$ cat config.mk
export PLATFORM = sky130hd
export DESIGN_NAME = eptab_ram
export DESIGN_NICKNAME = d
export VERILOG_FILES = /design/src/hdl/eptab_ram.sv
export SDC_FILE = /design/constraint.sdc
export NUM_CORES = 1
export LEC_CHECK = 0
export ABC_CLOCK_PERIOD_IN_PS = 1800
export BUFFER_PORTS_ARGS = -buffer_cell sky130_fd_sc_hd__buf_2
export CAP_MARGIN = 10
export CORE_MARGIN = 1
export CORE_UTILIZATION = 45
export CTS_BUF_LIST = sky130_fd_sc_hd__clkbuf_8
export DETAILED_ROUTE_END_ITERATION = 10
export GPL_ROUTABILITY_DRIVEN = 0
export SLEW_MARGIN = 20
export SYNTH_ARGS = -nofsm -noshare
export SYNTH_HDL_FRONTEND = slang
export SYNTH_SLANG_ARGS = --single-unit
$ cat constraint.sdc
create_clock -name clk_i -period 1.8 [get_ports clk_i]
set_input_delay 0.18 -clock clk_i [delete_from_list [all_inputs] [get_ports clk_i]]
set_output_delay 0.18 -clock clk_i [all_outputs]
set_load 0.01 [all_outputs]
$ cat src/hdl/eptab_ram.sv
// generic single-port-write, single-read ram with registered read data
module eptab_ram #(
  parameter int unsigned Width = 8,
  parameter int unsigned Depth = 16
) (
  input  logic                     clk_i,
  input  logic                     we_i,
  input  logic [$clog2(Depth)-1:0] waddr_i,
  input  logic [Width-1:0]         wdata_i,
  input  logic [$clog2(Depth)-1:0] raddr_i,
  output logic [Width-1:0]         rdata_o
);

  logic [Width-1:0] mem_q [Depth];

  // write port and registered read
  always_ff @(posedge clk_i) begin
    if (we_i) begin
      mem_q[waddr_i] <= wdata_i;
    end
    rdata_o <= mem_q[raddr_i];
  end

endmodule

==> results.md <==
* Status: completed
* Post-CTS Repair Setup Buffers at 0
* Post-route setup TNS at 0 ns
* Netlist cell types at 19
* Max Cap Viol at 0
* Worst-margin pin slew at 0.450 ns
* P_sw at 1.35 mW
* Synth Net Count at roughly 250
* Worst hold path type: in -> reg
* Comb pwr share at 5.0%
* Remaining antenna violation count at 0
* Post-synthesis sequential area ratio at a little under 80%
* Commonest non-fill, non-tap cells in the layout: edfxtp_1, buf_2, buf_4
* Post-DP Area at 5560 sq um
* TritonRoute pass-1 iters at 4
* Clock power frac at roughly 41%
* Final WL at 9200 microns
* GR Layer Usage met1 at between 20 and 25%
* Vert. Die Dim at between 100 and 150 microns
* CTS clock-pin slew for the worst setup and hold paths at approximately 0.080 ns
* IO Port Bufs at 25
* Vias in the first global route at roughly 2500
* Clock Skews at 0.00941 ns
* Cell-internal power at 5.19 mW
* Hold Vio Cnt, Final at 0
* Crit end category: flip-flop
* Fin. max-slew vios at 0
* Via count of the routed design at approximately 2400
* Syn Inst Count at 229
* Clk_lat worst skew at around 0.43 ns
* Drt wl/cell at 20.9 microns
* HPWL after detailed placement at just over 6000 microns
* Ys Warns at 0
* Final instance area at ~6000 sq um
* H-tree depth at 4
* Max Fclk at about 750 MHz
* Clk sinks at approximately 140
* First-pass GRT wire length at around 14000 microns
* # DRC at 0
* Crit path max fanout at 1
* Worst EP required at approximately 2.1 ns
* Largest net degree at the start of global routing at 33
* CTS root buffer: clkbuf_8
* Area grow syn2layout at 16.5%
* Pwr dens at 1090 nW/um^2
* Initial antenna violation count at 0
* Mean Syn Cell Area at 22.5 sq um
* CP Data Arrival Time at approximately 1.7 ns
* Buffer depth of the longest clock path at 2
* Seq pwr share at 54.3%
* Tmin final at around 1.3 ns
* Row cnt at 38
* Sw Ratio at roughly 21%
* RSZ-0062 raised after global routing: false
* Overall Global Routing Usage at between 10% and 20%
* Peak VDD IR at 0.467 mV
* Met2 Use GR at roughly 27%
* Resized Gates After CTS at 0
* Final net count at ~300
* Antenna diodes at 0
* Fin crit share at about 74%
* CTS tree: done
* Cell Area, Synth at 5150 sq um
* Register-to-Register Setup Slack at 0.46 ns
* Final setup viols at 0
* GR Util met3 at 5.02%
* Critical path type: reg -> reg
* Share of cells above drive strength 1 at ~33%
* # IOs at 26
* Global route hottest layer: met2
* Max-slew headroom at between 70% and 80%
* Grt total ovfl at 0
* Vias/cell at about 5.4
* Crit path launch type: flip-flop
* Initial Utilization at 46.9%
* Iteration-0 DRC count of the detailed router at about 110
* Hold_buf cts at 0
* Commonest non-fill, non-tap cell in the layout: edfxtp_1
* Num CTS Buffers at 17
* Die area at about 12000 sq um
* Pleak at 2.03 nW
* Core area at 11000 sq um
* Yosys reg bits at 136
* Die width at between 100 and 150 microns
-- final timing paths --
| kind | start | endpoint | cells after the start |
|---|---|---|---|
| setup / recovery | mem_q[5][1]$_DFFE_PP_ | rdata_o[1]$_DFF_P_ | 3 |
| hold / removal | wdata_i[6] | mem_q[7][6]$_DFFE_PP_ | 1 |
| hold reg to reg | mem_q[11][4]$_DFFE_PP_ | rdata_o[4]$_DFF_P_ | 3 |
| setup reg to reg | mem_q[5][1]$_DFFE_PP_ | rdata_o[1]$_DFF_P_ | 3 |
-- final cells by class --
type	instances	area, sq um
repair buffers	48	323
multi-input cells	83	1060
well taps	140	175
flip-flops and latches	136	4000
fillers	834	4990
clock inverters	15	203
clock buffers	17	234
-- kinds of logic (layout without fill, tap and decap cells) --
logic type | after synthesis | in the layout | share of synthesized area, %
buf+inv | 10 | 80 | 1.68
mux | 32 | 32 | 15.0
compound gates | 16 | 16 | 2.33
flops | 136 | 136 | 77.8
simple gates | 35 | 35 | 3.18
-- state kept, by name, indices dropped and copies added (netlist names) --
signal / count
rdata_o: 8
mem_q: 128
-- synth_stat cells --
master             n  area [sq um]
clkdlybuf4s25_2    3          30.0
nor2_1            13          48.8
nand2b_1           2          12.5
edfxtp_1         128          3840
or3b_2             1          8.76
nand3b_1           2          15.0
mux4_2            18           405
buf_4              1          7.51
a22oi_1           16           120
buf_6              3          33.8
nand3_1            1          5.00
nor3_1             4          20.0
buf_2              3          15.0
nand2_1            9          33.8
and2_1             1          6.26
nor2b_1            1          6.26
dfxtp_1            8           160
and2b_1            1          7.51
mux4_1            14           368
-- worst max-delay path, stage by stage (launching register included) --
cell      delay (ns)
edfxtp_1        0.37
mux4_1          0.55
a22oi_1         0.23
nand2_1         0.09
-- routing by layer --
layer	vias up	share of wire (%)
met3	9	3.5
met5	-	0
li1	1091	-
met4	0	1.5
met1	1217	45
met2	53	50
-- per-stage QoR --
| step | util [%] | power (mW) | std cells | worst slack [ns] | hold WS (ns) |
|---|---|---|---|---|---|
| 3_3_place_gp | 50.6 | 3.95 | 407 | 0.201 | 0.564 |
| 3_5_place_dp | 50.6 | 3.96 | 407 | 0.184 | 0.572 |
| 2_1_floorplan | - | 3.81 | 229 | 0.127 | 0.279 |
| 4_1_cts | 54.6 | 6.62 | 439 | 0.419 | 0.105 |
| 5_1_grt | 54.6 | 6.78 | 439 | 0.343 | 0.111 |
| 6_report | 54.6 | 6.55 | 439 | 0.460 | 0.127 |
-- power by group through the flow --
stage          Sequential, mW  Combinational (mW)  Clock, mW
2_1_floorplan            3.63               0.180          0
3_3_place_gp             3.62               0.331          0
3_5_place_dp             3.63               0.338          0
4_1_cts                  3.56               0.338       2.73
5_1_grt                  3.56               0.364       2.86
6_report                 3.55               0.330       2.66
Power figures use the tool's default switching activity.
